<file path="config.mk">
export PLATFORM = sky130hd
export DESIGN_NAME = cfa_cordic
export DESIGN_NICKNAME = d
export VERILOG_FILES = /design/src/rtl/complementary_filter_attitude_unit_defines.svh /design/src/rtl/cfa_pkg.sv /design/src/rtl/cfa_cordic.sv
export SDC_FILE = /design/constraint.sdc
export NUM_CORES = 1
export LEC_CHECK = 0
export BUFFER_PORTS_ARGS = -buffer_cell sky130_fd_sc_hd__clkbuf_2
export CAP_MARGIN = 30
export CORE_MARGIN = 4
export CORE_UTILIZATION = 64
export DETAILED_ROUTE_END_ITERATION = 12
export HOLD_SLACK_MARGIN = 0.08
export PLACE_DENSITY = 0.83
export SKIP_LAST_GASP = 1
export SLEW_MARGIN = 5
export SYNTH_ARGS = -nofsm -noshare
export SYNTH_HDL_FRONTEND = slang
export SYNTH_SLANG_ARGS = --single-unit
</file>
<file path="constraint.sdc">
create_clock -name clk -period 7.16 [get_ports clk]
set_input_delay 1.432 -clock clk [delete_from_list [all_inputs] [get_ports clk]]
set_output_delay 1.432 -clock clk [all_outputs]
set_load 0.05 [all_outputs]
</file>
<file path="src/rtl/complementary_filter_attitude_unit_defines.svh">
// Assertion macros for the attitude filter RTL.
`ifndef COMPLEMENTARY_FILTER_ATTITUDE_UNIT_DEFINES_SVH
`define COMPLEMENTARY_FILTER_ATTITUDE_UNIT_DEFINES_SVH
`ifndef ASSERT_OFF
`define CFA_ASSERT_IMP(label, clk, rst_n, ante, cons) \
    label: assert property (@(posedge clk) disable iff (!rst_n) (ante) |-> (cons)) \
        else $error("assertion failed");
`define CFA_ASSERT_NXT(label, clk, rst_n, ante, cons) \
    label: assert property (@(posedge clk) disable iff (!rst_n) (ante) |=> (cons)) \
        else $error("assertion failed");
`else
`define CFA_ASSERT_IMP(label, clk, rst_n, ante, cons)
`define CFA_ASSERT_NXT(label, clk, rst_n, ante, cons)
`endif
`endif

</file>
<file path="src/rtl/cfa_pkg.sv">
package cfa_pkg;

    localparam int AXIS_W  = 16;
    localparam int RATE_W  = 16;
    localparam int ANGLE_W = 32;
    localparam int WEIGHT_W = 16;
    localparam int PERIOD_W = 20;
    localparam int SUMSQ_W = 32;
    localparam int RAD_W   = 48;
    localparam int ROOT_W  = 24;
    localparam int CORD_W  = 28;
    localparam int ZACC_W  = 20;
    localparam int DELTA_W = 23;
    localparam int DIFF_W  = 34;
    localparam int CORD_STEPS = 17;

    localparam logic signed [ZACC_W-1:0] HALF_PI = 20'sd102944;

    localparam logic signed [ANGLE_W-1:0] ANGLE_MAX = 32'sh7fffffff;
    localparam logic signed [ANGLE_W-1:0] ANGLE_MIN = 32'sh80000000;

    typedef enum logic [0:0] {
        REG_BLEND_WEIGHT  = 1'b0,
        REG_SAMPLE_PERIOD = 1'b1
    } cfg_reg_e;

    typedef enum logic [3:0] {
        ST_IDLE,
        ST_SQUARE,
        ST_ROOT_GO,
        ST_ROOT,
        ST_CORD_GO,
        ST_CORD,
        ST_BLP_GO,
        ST_BLP,
        ST_BLR_GO,
        ST_BLR,
        ST_FINISH
    } state_t;

    function automatic logic signed [ZACC_W-1:0] atan_lut(input logic [4:0] idx);
        logic signed [ZACC_W-1:0] v;
        begin
            case (idx)
                5'd0:  v = 20'sd51472;
                5'd1:  v = 20'sd30385;
                5'd2:  v = 20'sd16055;
                5'd3:  v = 20'sd8150;
                5'd4:  v = 20'sd4091;
                5'd5:  v = 20'sd2047;
                5'd6:  v = 20'sd1024;
                5'd7:  v = 20'sd512;
                5'd8:  v = 20'sd256;
                5'd9:  v = 20'sd128;
                5'd10: v = 20'sd64;
                5'd11: v = 20'sd32;
                5'd12: v = 20'sd16;
                5'd13: v = 20'sd8;
                5'd14: v = 20'sd4;
                5'd15: v = 20'sd2;
                5'd16: v = 20'sd1;
                default: v = '0;
            endcase
            return v;
        end
    endfunction

    // Rate times period is a Q.30 product; round half up to a 23-bit Q7.16 step.
    function automatic logic signed [DELTA_W-1:0] gyro_step(
        input logic signed [RATE_W-1:0] rate,
        input logic [PERIOD_W-1:0] period
    );
        logic signed [RATE_W+PERIOD_W:0] prod;
        begin
            prod = rate * $signed({1'b0, period});
            prod = prod + 37'sd8192;
            return prod[RATE_W+PERIOD_W:14];
        end
    endfunction

endpackage

</file>
<file path="src/rtl/cfa_cordic.sv">
module cfa_cordic (
    input  logic                              clk,
    input  logic                              rst_n,
    input  logic                              start,
    input  logic signed [cfa_pkg::CORD_W-1:0] y_in,
    input  logic [cfa_pkg::ROOT_W-1:0]        x_in,
    output logic                              done,
    output logic signed [cfa_pkg::ZACC_W-1:0] angle
);
    import cfa_pkg::*;

    logic                     busy_reg, busy_next;
    logic                     done_reg, done_next;
    logic [4:0]               cnt_reg, cnt_next;
    logic signed [CORD_W-1:0] x_reg, x_next, y_reg, y_next, dx, dy;
    logic signed [ZACC_W-1:0] z_reg, z_next, step;
    logic                     pos;

    always_comb
    begin
        dx   = y_reg >>> cnt_reg;
        dy   = x_reg >>> cnt_reg;
        step = atan_lut(cnt_reg);
        pos  = (y_reg != '0) && !y_reg[CORD_W-1];
        busy_next = busy_reg;
        done_next = 1'b0;
        cnt_next  = cnt_reg;
        x_next    = x_reg;
        y_next    = y_reg;
        z_next    = z_reg;
        if (start)
        begin
            cnt_next = '0;
            x_next   = $signed({{(CORD_W-ROOT_W){1'b0}}, x_in});
            y_next   = y_in;
            z_next   = '0;
            if (y_in == '0)
            begin
                done_next = 1'b1;
            end
            else if (x_in == '0)
            begin
                z_next    = y_in[CORD_W-1] ? -HALF_PI : HALF_PI;
                done_next = 1'b1;
            end
            else
            begin
                busy_next = 1'b1;
            end
        end
        else if (busy_reg)
        begin
            x_next   = pos ? x_reg + dx : x_reg - dx;
            y_next   = pos ? y_reg - dy : y_reg + dy;
            z_next   = pos ? z_reg + step : z_reg - step;
            cnt_next = cnt_reg + 5'd1;
            if (cnt_reg == 5'(CORD_STEPS - 1))
            begin
                busy_next = 1'b0;
                done_next = 1'b1;
            end
        end
    end

    always_ff @(posedge clk or negedge rst_n)
    begin
        if (!rst_n)
        begin
            busy_reg <= 1'b0;
            done_reg <= 1'b0;
            cnt_reg  <= '0;
        end
        else
        begin
            busy_reg <= busy_next;
            done_reg <= done_next;
            cnt_reg  <= cnt_next;
        end
    end

    always_ff @(posedge clk)
    begin
        x_reg <= x_next;
        y_reg <= y_next;
        z_reg <= z_next;
    end

    assign done  = done_reg;
    assign angle = z_reg;

endmodule

</file>
==> reports/results.md, run 1 <==
| Quantity | Reported |
| --- | --- |
| Count of buffers added by post-CTS timing repair for setup | 0 |
| Synthesized netlist net count | 1,637 |
| Nets@finish | 1,672 |
| Number of DRC markers after the initial detailed-route iteration | 1,718 |
| Count of input and output buffers | 75 |
| Count of endpoints failing hold in the final timing report | 0 |
| # diodes | 0 |
| Setup slack on the worst flop-to-flop path | 700 ps |
| Combined area of all synthesized cells | 0.0129 mm2 |
| Final-layout setup total negative slack | 0 ps |
| Drt wl/cell | 24.4 um |
| Tightest Pin Transition | 1010 ps |
| Number of clock sinks | 83 |
| Starting density of the core | 65.6% |
| Die height | 150 um |
| FF-to-FF Start | cnt_reg[0]$_DFFE_PN0P_ |
| Number of cells on the worst reg-to-reg path | 19 |
| Router iterations before antenna repair | 8 |
| Path category of the worst min-delay check | register to register |
| Count of antenna-violating nets left after detailed routing | 0 |
| Hold-fix buffer count after cts | 0 |
| Count of buffering cells on the critical path with inverters included | 1 |
| CTS tree | done |
| Global-route wire length before repair | 67,400 um |
| Clock transition time at the flip-flop clock pins of the worst setup and hold paths | 80 ps |
| Die area | 0.0224 mm2 |
| Cell at the slowest stage of the critical path | sky130_fd_sc_hd__dfrtp_4 |
| Stage delay of the slowest cell on the critical path | 860 ps |
| Max-Cap Viols | 0 |
| Area Growth Syn to Fin | 7.17% |
| Final estimated routing congestion in global placement | 1.04 |
| Routed Wire Length | 43,700 um |
| Clock insertion delay at the later pin of the skew report | 360 ps |
| Status | complete, no violations |
| Gr ovfl total | 0 |
| Share of cells above drive strength 1 | 16.5% |
| Family of cells with the greatest summed delay on the critical path | compound AO/OA/AOI/OAI gates |
| Chain of cells forming the critical path | buf_4 > mux4_2 > mux2_2 > o21ai_0 > a22o_1 > nand4_1 > or3_1 > o21ai_0 > xor2_1 > ha_1 > and4_1 > nand2b_1 > o21ai_0 > o2111ai_1 > a21boi_0 > o21ai_0 > a21boi_0 > or4b_2 > nand3_1 |
| Total routing resource utilization after global routing | 38.7% |
| Count of different cell masters after synthesis | 102 |
| Cells resized by post-CTS repair | 0 |
| Area fraction of the dominant cell type after synthesis | 16.8% |
| Number of standard cells in the final layout excluding fillers | 1,795 |
| Unrepaired setup endpoints after global routing | no |
| Filler Cells Inserted | 1,591 |
| Path type of the worst setup path | register to register |
| Cts bufs inserted | 9 |
| Most area-hungry cell type in the Yosys netlist | sky130_fd_sc_hd__edfxtp_1 |
| Crit path capture type | register |
| Capturing element of the worst setup path | x_reg[21]$_DFFE_PP_ |
| Placement row count | 51 |
| Setup WS pre-CTS | 924 ps |
| Dpl cells | 1,778 |
| Prevailing post-synth register cell | sky130_fd_sc_hd__edfxtp_1 |
| Remaining routing DRC violations | 0 |
| Final cell utilization of the core | 70.3% |
| I/O Pins | 76 |
| Worst Skew | 10.8 ps |
| Levels on crit path | 19 |
| Proportion of synthesized chip area in sequential cells | 18.8% |
| Die width | 150 um |
| Pin count of the biggest net entering global routing | 77 |
| Peak fanout along the critical path | 44 |
| Min setup slack post-route | 700 ps |
| Most prevalent standard cell on the critical path | sky130_fd_sc_hd__o21ai_0 |
| H-tree levels | 3 |
| Vias in the first global route | 12,000 |
| EDFF count, synth | 72 |
| Commonest non-fill, non-tap cell in the layout | sky130_fd_sc_hd__nand2_1 |
| Placed wire-length estimate | 33,300 um |
| Via-to-Cell Ratio | 7.10 |
| Arr. time, crit path | 6690 ps |
| Slew Limit Fails | 0 |
| Cells after synthesis | 1,490 |
| Min Clock Period, post-route | 6460 ps |
| Required time of the worst setup path | 7390 ps |
| Yosys warning count | 0 |
| Top area cells in the synthesized netlist | sky130_fd_sc_hd__edfxtp_1, sky130_fd_sc_hd__ha_1, sky130_fd_sc_hd__mux4_2, sky130_fd_sc_hd__mux2i_1, sky130_fd_sc_hd__o21ai_0 |
| Synthesized area divided by synthesized cell count | 8.63 um2 |
| Number of vias after detailed routing | 12,700 |
| Capture point of the worst reg-to-reg path | x_reg[21]$_DFFE_PP_ |
| Worst slew slack as a fraction of its limit | 32.7% |
| Maximum clock insertion buffer count | 2 |
| Number of antenna violations at the first check in global routing | 0 |
| Share of flip-flops with an asynchronous set or reset | 8.43% |
| Launching element type of the critical path | register |
| Number of setup violations in the final report | 0 |
| Post-route clock period utilization | 90.2% |
| Placeable core area | 0.0196 mm2 |
| Fmax | 155 MHz |
| Synthesized flop and latch total | 83 |
| Critical path startpoint | cnt_reg[0]$_DFFE_PN0P_ |
| Commonest cells after routing, fill and taps aside | sky130_fd_sc_hd__nand2_1, sky130_fd_sc_hd__o21ai_0, sky130_fd_sc_hd__nor2_1 |
| Clk root buf | sky130_fd_sc_hd__clkbuf_16 |
==> area by class of cell <==
class	count	area (um2)	area share, %
Clock buffer	10	229	1.66
Clock inverter	6	47.5	0.345
Inverter	39	146	1.06
Multi-Input combinational cell	1280	9870	71.7
Sequential cell	83	2420	17.6
Tap cell	265	332	2.41
Timing Repair Buffer	112	726	5.27
==> kinds of logic (layout without fill, tap and decap cells) <==
| family | count (synthesis) | count (layout) | synth area share, % |
|---|---|---|---|
| XOR/XNOR | 120 | 120 | 8.18 |
| flip-flops | 83 | 83 | 18.8 |
| AO/OA/AOI/OAI | 452 | 452 | 23.8 |
| multiplexers | 145 | 145 | 16.9 |
| buffers and inverters | 127 | 167 | 4.50 |
| AND/OR/NAND/NOR | 471 | 471 | 18.7 |
| adder cells (fa/ha/maj) | 92 | 92 | 9.13 |
==> per-layer routing <==
layer	global-route usage, %	vias to the layer above	routed length (um)
li1	-	5796	-
met2	58.1	820	18700
met4	16.3	0	2060
met1	52.1	5975	17400
met3	11.6	151	5540
met5	0	-	0
==> worst min path at each step <==
| stage | depth (start not counted) | endpoint | startpoint |
|---|---|---|---|
| after global placement | 2 | x_reg[24]$_SDFFE_PP0P_ | x_reg[24]$_SDFFE_PP0P_ |
| final | 2 | x_reg[25]$_SDFFE_PP0P_ | x_reg[25]$_SDFFE_PP0P_ |
| after detailed placement | 2 | x_reg[24]$_SDFFE_PP0P_ | x_reg[24]$_SDFFE_PP0P_ |
| after CTS | 2 | x_reg[24]$_SDFFE_PP0P_ | x_reg[24]$_SDFFE_PP0P_ |
| after global routing | 2 | x_reg[24]$_SDFFE_PP0P_ | x_reg[24]$_SDFFE_PP0P_ |
| after floorplan | 2 | x_reg[24]$_SDFFE_PP0P_ | x_reg[24]$_SDFFE_PP0P_ |
==> cells in the mapped netlist (all sizes together) (14+ instances only) <==
master / instances
o21ai: 125
inv: 37
mux4: 51
a21o: 33
mux2i: 62
nand2b: 24
and2: 17
nand4: 15
buf: 46
and3: 14
nand3: 41
nor2: 98
nor4: 28
ha: 89
nor2b: 17
a31oi: 29
nand2: 146
xnor2: 66
o31ai: 21
xor2: 54
mux2: 32
nor3: 20
clkbuf: 42
o211ai: 15
a21oi: 76
edfxtp: 72
o21a: 21
==> tightest hold or removal path: cells and delay by family (launching register included) <==
kind	cells	cell delay (ps)
simple gates	1	50
mux	1	170
flops	1	430
==> stage by stage <==
| step | area (um2) | hold slack [ps] |
|---|---|---|
| after global placement | 13500 | 656 |
| after global routing | 13800 | 723 |
| after detailed placement | 13500 | 669 |
| after floorplan | 12900 | 559 |
| after CTS | 13800 | 679 |
| final | 13800 | 690 |
Power of run 1 is not shown: default switching activity piles up to over one toggle a cycle in this logic, so the estimate is an artifact.
==> inputs of run 2 (changes only) <==
--- a/config.mk
+++ b/config.mk
@@ -7,11 +7,11 @@
 export LEC_CHECK = 0
 export BUFFER_PORTS_ARGS = -buffer_cell sky130_fd_sc_hd__clkbuf_2
 export CAP_MARGIN = 30
-export CORE_MARGIN = 4
 export CORE_UTILIZATION = 64
 export DETAILED_ROUTE_END_ITERATION = 12
 export HOLD_SLACK_MARGIN = 0.08
 export PLACE_DENSITY = 0.83
+export RECOVER_POWER = 50
 export SKIP_LAST_GASP = 1
 export SLEW_MARGIN = 5
 export SYNTH_ARGS = -nofsm -noshare
==> run 2 against run 1 <==
Compared with the run above: the run now ends with capacitance limit, slew limit left; sequential cell count unchanged; clock-buffer cell count unchanged; register-to-register slack better by 30 ps; cell area down 0.74%; clock skew down 2.0 ps; core utilization down 0.52 points; via count up 1.8%; largest cell class unchanged.
==> reports/results.md, run 2 (same netlist as run 1, synthesis figures left out) <==
| Quantity | Reported | Change |
| --- | --- | --- |
| Cells resized by post-CTS repair | 0 | unchanged |
| Amount of wire on met2 after detailed routing | 19,300 um | was 18,700 um |
| Setup slack on the worst flop-to-flop path | 730 ps | was 700 ps |
| Drt wl/cell | 25.0 um | was 24.4 um |
| Placement row count | 51 | unchanged |
| Number of vias after detailed routing | 13,000 | was 12,700 |
| Worst slew slack as a fraction of its limit | -95.5% | was 32.7% |
| Die area | 0.0207 mm2 | was 0.0224 mm2 |
| Start point of the worst min-delay path | x_reg[25]$_SDFFE_PP0P_ | unchanged |
| Commonest cells after routing, fill and taps aside | sky130_fd_sc_hd__nand2_1, sky130_fd_sc_hd__o21ai_0, sky130_fd_sc_hd__nor2_1 | unchanged |
| Total routing resource utilization after global routing | 43.3% | was 38.7% |
| Required time of the worst setup path | 7270 ps | was 7390 ps |
| Slew Limit Fails | 149 | was 0 |
| Clock transition time at the flip-flop clock pins of the worst setup and hold paths | 70 ps | was 80 ps |
| Gr ovfl total | 0 | unchanged |
| Number of antenna violations at the first check in global routing | 1 | was 0 |
| Tightest Pin Transition | 2930 ps | was 1010 ps |
| Nets@finish | 1,669 | was 1,672 |
| Launching element type of the critical path | register | unchanged |
| Min Clock Period, post-route | 6430 ps | was 6460 ps |
| H-tree levels | 3 | unchanged |
| Final cell utilization of the core | 69.8% | was 70.3% |
| Count of buffers added by post-CTS timing repair for setup | 0 | unchanged |
| Count of endpoints failing hold in the final timing report | 0 | unchanged |
| Number of clock sinks | 83 | unchanged |
| Die height | 144 um | was 150 um |
| Status | finished with violations | was complete, no violations |
| Crit path capture type | register | unchanged |
| Sum of met3 wire segment lengths after detailed routing | 5070 um | was 5540 um |
| Min setup slack post-route | 731 ps | was 700 ps |
| Vias in the first global route | 11,600 | was 12,000 |
| Remaining routing DRC violations | 0 | unchanged |
| Clk root buf | sky130_fd_sc_hd__clkbuf_16 | unchanged |
| Share of cells above drive strength 1 | 14.7% | was 16.5% |
| Setup WS pre-CTS | 888 ps | was 924 ps |
| Unrepaired setup endpoints after global routing | no | unchanged |
| Placed wire-length estimate | 33,500 um | was 33,300 um |
| Final-layout setup total negative slack | 0 ps | unchanged |
| Routed met1 length | 18,200 um | was 17,400 um |
| Pin count of the biggest net entering global routing | 77 | unchanged |
| Arr. time, crit path | 6540 ps | was 6690 ps |
| Max-Cap Viols | 3 | was 0 |
| Maximum clock insertion buffer count | 2 | unchanged |
| Count of input and output buffers | 75 | unchanged |
| Hold-fix buffer count after cts | 0 | unchanged |
| CTS tree | done | unchanged |
| Global-route wire length before repair | 67,300 um | was 67,400 um |
| Worst Skew | 8.79 ps | was 10.8 ps |
| Clock insertion delay at the later pin of the skew report | 360 ps | about the same |
| Hold EP | x_reg[25]$_SDFFE_PP0P_ | unchanged |
| Via-to-Cell Ratio | 7.24 | was 7.10 |
| Fmax | 156 MHz | was 155 MHz |
| Depth of the worst hold-timing path | 2 | unchanged |
| Highest Signal Layer | met4 | unchanged |
| Routed Wire Length | 44,800 um | was 43,700 um |
| Die width | 144 um | was 150 um |
| Placeable core area | 0.0196 mm2 | unchanged |
| Path type of the worst setup path | register to register | unchanged |
| Number of setup violations in the final report | 0 | unchanged |
| Final estimated routing congestion in global placement | 1.03 | was 1.04 |
| # diodes | 0 | unchanged |
| I/O Pins | 76 | unchanged |
| Number of DRC markers after the initial detailed-route iteration | 1,950 | was 1,718 |
| Area Growth Syn to Fin | 6.38% | was 7.17% |
| Cts bufs inserted | 9 | unchanged |
| Commonest non-fill, non-tap cell in the layout | sky130_fd_sc_hd__nand2_1 | unchanged |
| Count of antenna-violating nets left after detailed routing | 0 | unchanged |
| Starting density of the core | 65.6% | unchanged |
| Post-route clock period utilization | 89.8% | was 90.2% |
| Capture point of the worst reg-to-reg path | y_reg[27]$_DFFE_PP_ | was x_reg[21]$_DFFE_PP_ |
| Router iterations before antenna repair | 6 | was 8 |
| Path category of the worst min-delay check | register to register | unchanged |
| Number of cells on the worst reg-to-reg path | 19 | unchanged |
| FF-to-FF Start | cnt_reg[0]$_DFFE_PN0P_ | unchanged |
| Violated checks | capacitance limit, slew limit |  |
| Peak fanout along the critical path | 52 | was 44 |
[run 2: changes by cell type in the layout (fill, tap and decap cells not counted)]
cell	previous run	this run
sky130_fd_sc_hd__nand2_4	1	0
sky130_fd_sc_hd__clkinv_4	0	1
sky130_fd_sc_hd__nand2_1	144	145
sky130_fd_sc_hd__clkinvlp_4	4	3
sky130_fd_sc_hd__buf_12	4	3
sky130_fd_sc_hd__clkbuf_1	1	27
sky130_fd_sc_hd__clkbuf_2	74	52
sky130_fd_sc_hd__buf_16	1	0
sky130_fd_sc_hd__nor2b_1	17	16
sky130_fd_sc_hd__nor2b_2	0	1
sky130_fd_sc_hd__buf_4	33	28
[run 2: worst max path at each step]
stage	from	to	slack [ps]	cells past startpoint
after floorplan	cnt_reg[0]$_DFFE_PN0P_	angle[19]$_DFFE_PP_	1570	24
after global placement	cnt_reg[0]$_DFFE_PN0P_	y_reg[27]$_DFFE_PP_	1140	19
after detailed placement	cnt_reg[0]$_DFFE_PN0P_	y_reg[27]$_DFFE_PP_	890	19
after CTS	cnt_reg[0]$_DFFE_PN0P_	y_reg[27]$_DFFE_PP_	830	19
after global routing	cnt_reg[0]$_DFFE_PN0P_	y_reg[27]$_DFFE_PP_	330	19
final	cnt_reg[0]$_DFFE_PN0P_	y_reg[27]$_DFFE_PP_	730	19
[run 2: layout make-up]
class                   instances  area, um2
clock buffers                  10        229
clock inverters                 6       48.8
fillers                      1613       5910
inverters                      39        146
multi-input cells            1280       9870
flip-flops and latches         83       2420
well taps                     265        332
repair buffers                109        628
[run 2: per-stage QoR]
stage                     std cells  area [um2]  hold slack (ps)
after global placement         1774       13400              642
final                          1792       13700              665
after global routing           1792       13700              692
after detailed placement       1774       13400              648
after floorplan                1490       12900              559
after CTS                      1790       13700              666
[run 2: worst max-delay path: stages, from the launching register on]
cell and delay, ps:
sky130_fd_sc_hd__dfrtp_4 830, sky130_fd_sc_hd__buf_12 370, sky130_fd_sc_hd__mux2_2 410, sky130_fd_sc_hd__mux4_2 530, sky130_fd_sc_hd__o21ai_0 300, sky130_fd_sc_hd__a221o_1 290, sky130_fd_sc_hd__nand4_2 250, sky130_fd_sc_hd__nor3_2 400
sky130_fd_sc_hd__a31oi_1 150, sky130_fd_sc_hd__a31oi_1 170, sky130_fd_sc_hd__nand3_1 100, sky130_fd_sc_hd__ha_1 370, sky130_fd_sc_hd__nand3_1 150, sky130_fd_sc_hd__nor2_1 130, sky130_fd_sc_hd__a31oi_1 150, sky130_fd_sc_hd__o31ai_1 630
sky130_fd_sc_hd__a211o_1 260, sky130_fd_sc_hd__a41oi_1 150, sky130_fd_sc_hd__and4_1 230, sky130_fd_sc_hd__a211o_1 260
[run 2: per-layer routing]
| layer | vias to the layer above | track usage (%) |
|---|---|---|
| met2 | 849 | 66.2 |
| met1 | 6182 | 58.5 |
| li1 | 5793 | - |
| met4 | 0 | 20.3 |
| met3 | 149 | 8.76 |
| met5 | - | 0 |
Power of run 2 is left out for the same reason.
==> inputs of run 3 (changes only) <==
--- a/config.mk
+++ b/config.mk
@@ -10,7 +10,7 @@
 export CORE_UTILIZATION = 64
 export DETAILED_ROUTE_END_ITERATION = 12
 export HOLD_SLACK_MARGIN = 0.08
-export PLACE_DENSITY = 0.83
+export PLACE_DENSITY = 0.9
 export RECOVER_POWER = 50
 export SKIP_LAST_GASP = 1
 export SLEW_MARGIN = 5
==> run 3 against run 2 <==
Compared with the run above: clock-buffer cell count fell by 1; hold slack gained 16 ps; core utilization is 0.15 points lower; highest routed layer is now met5; register-to-register slack worse by 280 ps; critical endpoint unchanged; the flow still finishes with violations (capacitance limit, slew limit); sequential cell count did not move; worst setup slack worse by 280 ps; largest cell class unchanged; sequential share of layout area about the same; non-clock buffer count is 4 lower; wire length is 0.39% higher.
==> reports/results.md, run 3 (same netlist as run 1, synthesis figures left out) <==
| Quantity | Reported | Change |
| --- | --- | --- |
| Nets@finish | 1,665 | was 1,669 |
| Gr ovfl total | 0 | unchanged |
| Count of antenna-violating nets left after detailed routing | 0 | unchanged |
| Placed wire-length estimate | 33,500 um | about the same |
| Count of input and output buffers | 75 | unchanged |
| Commonest non-fill, non-tap cell in the layout | sky130_fd_sc_hd__nand2_1 | unchanged |
| Unrepaired setup endpoints after global routing | no | unchanged |
| Die area | 0.0207 mm2 | unchanged |
| Max-Cap Viols | 4 | was 3 |
| Post-route clock period utilization | 93.7% | was 89.8% |
| Worst slew slack as a fraction of its limit | -82.4% | was -95.5% |
| Global-route wire length before repair | 68,300 um | was 67,300 um |
| Clock transition time at the flip-flop clock pins of the worst setup and hold paths | 80 ps | was 70 ps |
| Chain of cells forming the critical path | buf_12 > mux4_2 > mux2_4 > a222oi_1 > ha_1 > nand2_1 > nor3_2 > a31oi_1 > a31oi_1 > nand3_1 > ha_1 > nand3_1 > nor2_1 > a31oi_1 > o31ai_1 > a211o_1 > a41oi_1 > and4_1 > a211o_1 | was buf_12 > mux2_2 > mux4_2 > o21ai_0 > a221o_1 > nand4_2 > nor3_2 > a31oi_1 > a31oi_1 > nand3_1 > ha_1 > nand3_1 > nor2_1 > a31oi_1 > o31ai_1 > a211o_1 > a41oi_1 > and4_1 > a211o_1 |
| Worst Skew | 13.1 ps | was 8.79 ps |
| Violated checks | capacitance limit, slew limit | unchanged |
| Cell at the slowest stage of the critical path | sky130_fd_sc_hd__dfrtp_4 | unchanged |
| Most used routing layer in global routing | met2 | unchanged |
| Pin count of the biggest net entering global routing | 73 | was 77 |
| Maximum clock insertion buffer count | 2 | unchanged |
| Number of antenna violations at the first check in global routing | 2 | was 1 |
| Number of DRC markers after the initial detailed-route iteration | 1,833 | was 1,950 |
| Final-layout setup total negative slack | 0 ps | unchanged |
| Final cell utilization of the core | 69.7% | was 69.8% |
| Launching element type of the critical path | register | unchanged |
| Share of cells above drive strength 1 | 14.4% | was 14.7% |
| Stage delay of the slowest cell on the critical path | 910 ps | was 830 ps |
| Min Clock Period, post-route | 6710 ps | was 6430 ps |
| CTS tree | done | unchanged |
| Slew Limit Fails | 218 | was 149 |
| Clock insertion delay at the later pin of the skew report | 370 ps | was 360 ps |
| Final estimated routing congestion in global placement | 1.06 | was 1.03 |
| Vias in the first global route | 12,200 | was 11,600 |
| Fmax | 149 MHz | was 156 MHz |
| Starting density of the core | 65.6% | unchanged |
| Count of buffers added by post-CTS timing repair for setup | 0 | unchanged |
| I/O Pins | 76 | unchanged |
| Remaining routing DRC violations | 0 | unchanged |
| Path type of the worst setup path | register to register | unchanged |
| Placeable core area | 0.0196 mm2 | unchanged |
| Die width | 144 um | unchanged |
| Clk root buf | sky130_fd_sc_hd__clkbuf_16 | unchanged |
| Hold-fix buffer count after cts | 0 | unchanged |
| Number of vias after detailed routing | 13,100 | was 13,000 |
| Required time of the worst setup path | 7290 ps | was 7270 ps |
| Status | finished with violations | unchanged |
| Family of cells with the greatest summed delay on the critical path | compound AO/OA/AOI/OAI gates | unchanged |
| Placement row count | 51 | unchanged |
| # diodes | 0 | unchanged |
| Filler Cells Inserted | 1,602 | was 1,613 |
| Cts bufs inserted | 9 | unchanged |
| H-tree levels | 3 | unchanged |
| Area Growth Syn to Fin | 6.16% | was 6.38% |
| Min setup slack post-route | 448 ps | was 731 ps |
| Via-to-Cell Ratio | 7.35 | was 7.24 |
| Setup WS pre-CTS | 678 ps | was 888 ps |
| Most prevalent standard cell on the critical path | sky130_fd_sc_hd__a31oi_1 | unchanged |
| Routed Wire Length | 45,000 um | was 44,800 um |
| Path category of the worst min-delay check | register to register | unchanged |
| Total routing resource utilization after global routing | 43.6% | was 43.3% |
| Count of buffering cells on the critical path with inverters included | 1 | unchanged |
| Cells resized by post-CTS repair | 0 | unchanged |
| Number of clock sinks | 83 | unchanged |
| Global-route track usage on met1 | 56.6% | was 58.5% |
| Number of setup violations in the final report | 0 | unchanged |
| Arr. time, crit path | 6840 ps | was 6540 ps |
| Crit path capture type | register | unchanged |
| Peak fanout along the critical path | 50 | was 52 |
| Router iterations before antenna repair | 6 | unchanged |
| Global-route track usage on met3 | 11.3% | was 8.76% |
| Total area of multi-input combinational cells | 0.00987 mm2 | about the same |
| Met2 track demand over resource in global routing | 67.1% | was 66.2% |
| Drt wl/cell | 25.2 um | was 25.0 um |
| Count of endpoints failing hold in the final timing report | 0 | unchanged |
| Tightest Pin Transition | 2740 ps | was 2930 ps |
| Commonest cells after routing, fill and taps aside | sky130_fd_sc_hd__nand2_1, sky130_fd_sc_hd__o21ai_0, sky130_fd_sc_hd__nor2_1 | unchanged |
| Die height | 144 um | unchanged |
| Combined flip-flop and latch cell area | 0.00242 mm2 | unchanged |
-- run 3: through the flow --
stage,cell area (um2),hold slack [ps],cells
global route,13600,723,1788
finish,13600,681,1788
detailed placement,13400,666,1771
CTS,13700,678,1787
floorplan,12900,559,1490
global placement,13400,660,1771
-- run 3: layout make-up --
type,count,area share [%]
Multi-Input combinational cell,1280,72.3
Sequential cell,83,17.8
Timing Repair Buffer,105,4.37
Tap cell,265,2.43
Clock buffer,9,1.65
Inverter,39,1.07
Clock inverter,7,0.422
-- run 3: per-layer routing --
| metal | vias to the layer above | wire [um] |
|---|---|---|
| met4 | 2 | 2260 |
| met2 | 910 | 19700 |
| met1 | 6237 | 17600 |
| li1 | 5789 | - |
| met5 | - | 15 |
| met3 | 199 | 5350 |
-- run 3: final timing paths --
check                                          to  cells past startpoint  slack (ps)                    from
hold / removal             x_reg[24]$_SDFFE_PP0P_                      2         680  x_reg[24]$_SDFFE_PP0P_
hold reg to reg            x_reg[24]$_SDFFE_PP0P_                      2         680  x_reg[24]$_SDFFE_PP0P_
setup reg to reg              y_reg[27]$_DFFE_PP_                     19         450  cnt_reg[0]$_DFFE_PN0P_
setup / recovery              y_reg[27]$_DFFE_PP_                     19         450  cnt_reg[0]$_DFFE_PN0P_
max in group asynchronous  cnt_reg[0]$_DFFE_PN0P_                      1        5840                   rst_n
min in group asynchronous          done$_DFF_PN0_                      1         970                   rst_n
-- run 3: worst register-to-register path, delay by kind of cell (launching register included) --
kind            cells  cell delay, ps
compound gates      8            2610
fa+ha+maj           2             750
buf+inv             1             380
flops               1             910
mux                 2             880
simple gates        6             980
Power of run 3 is left out for the same reason.
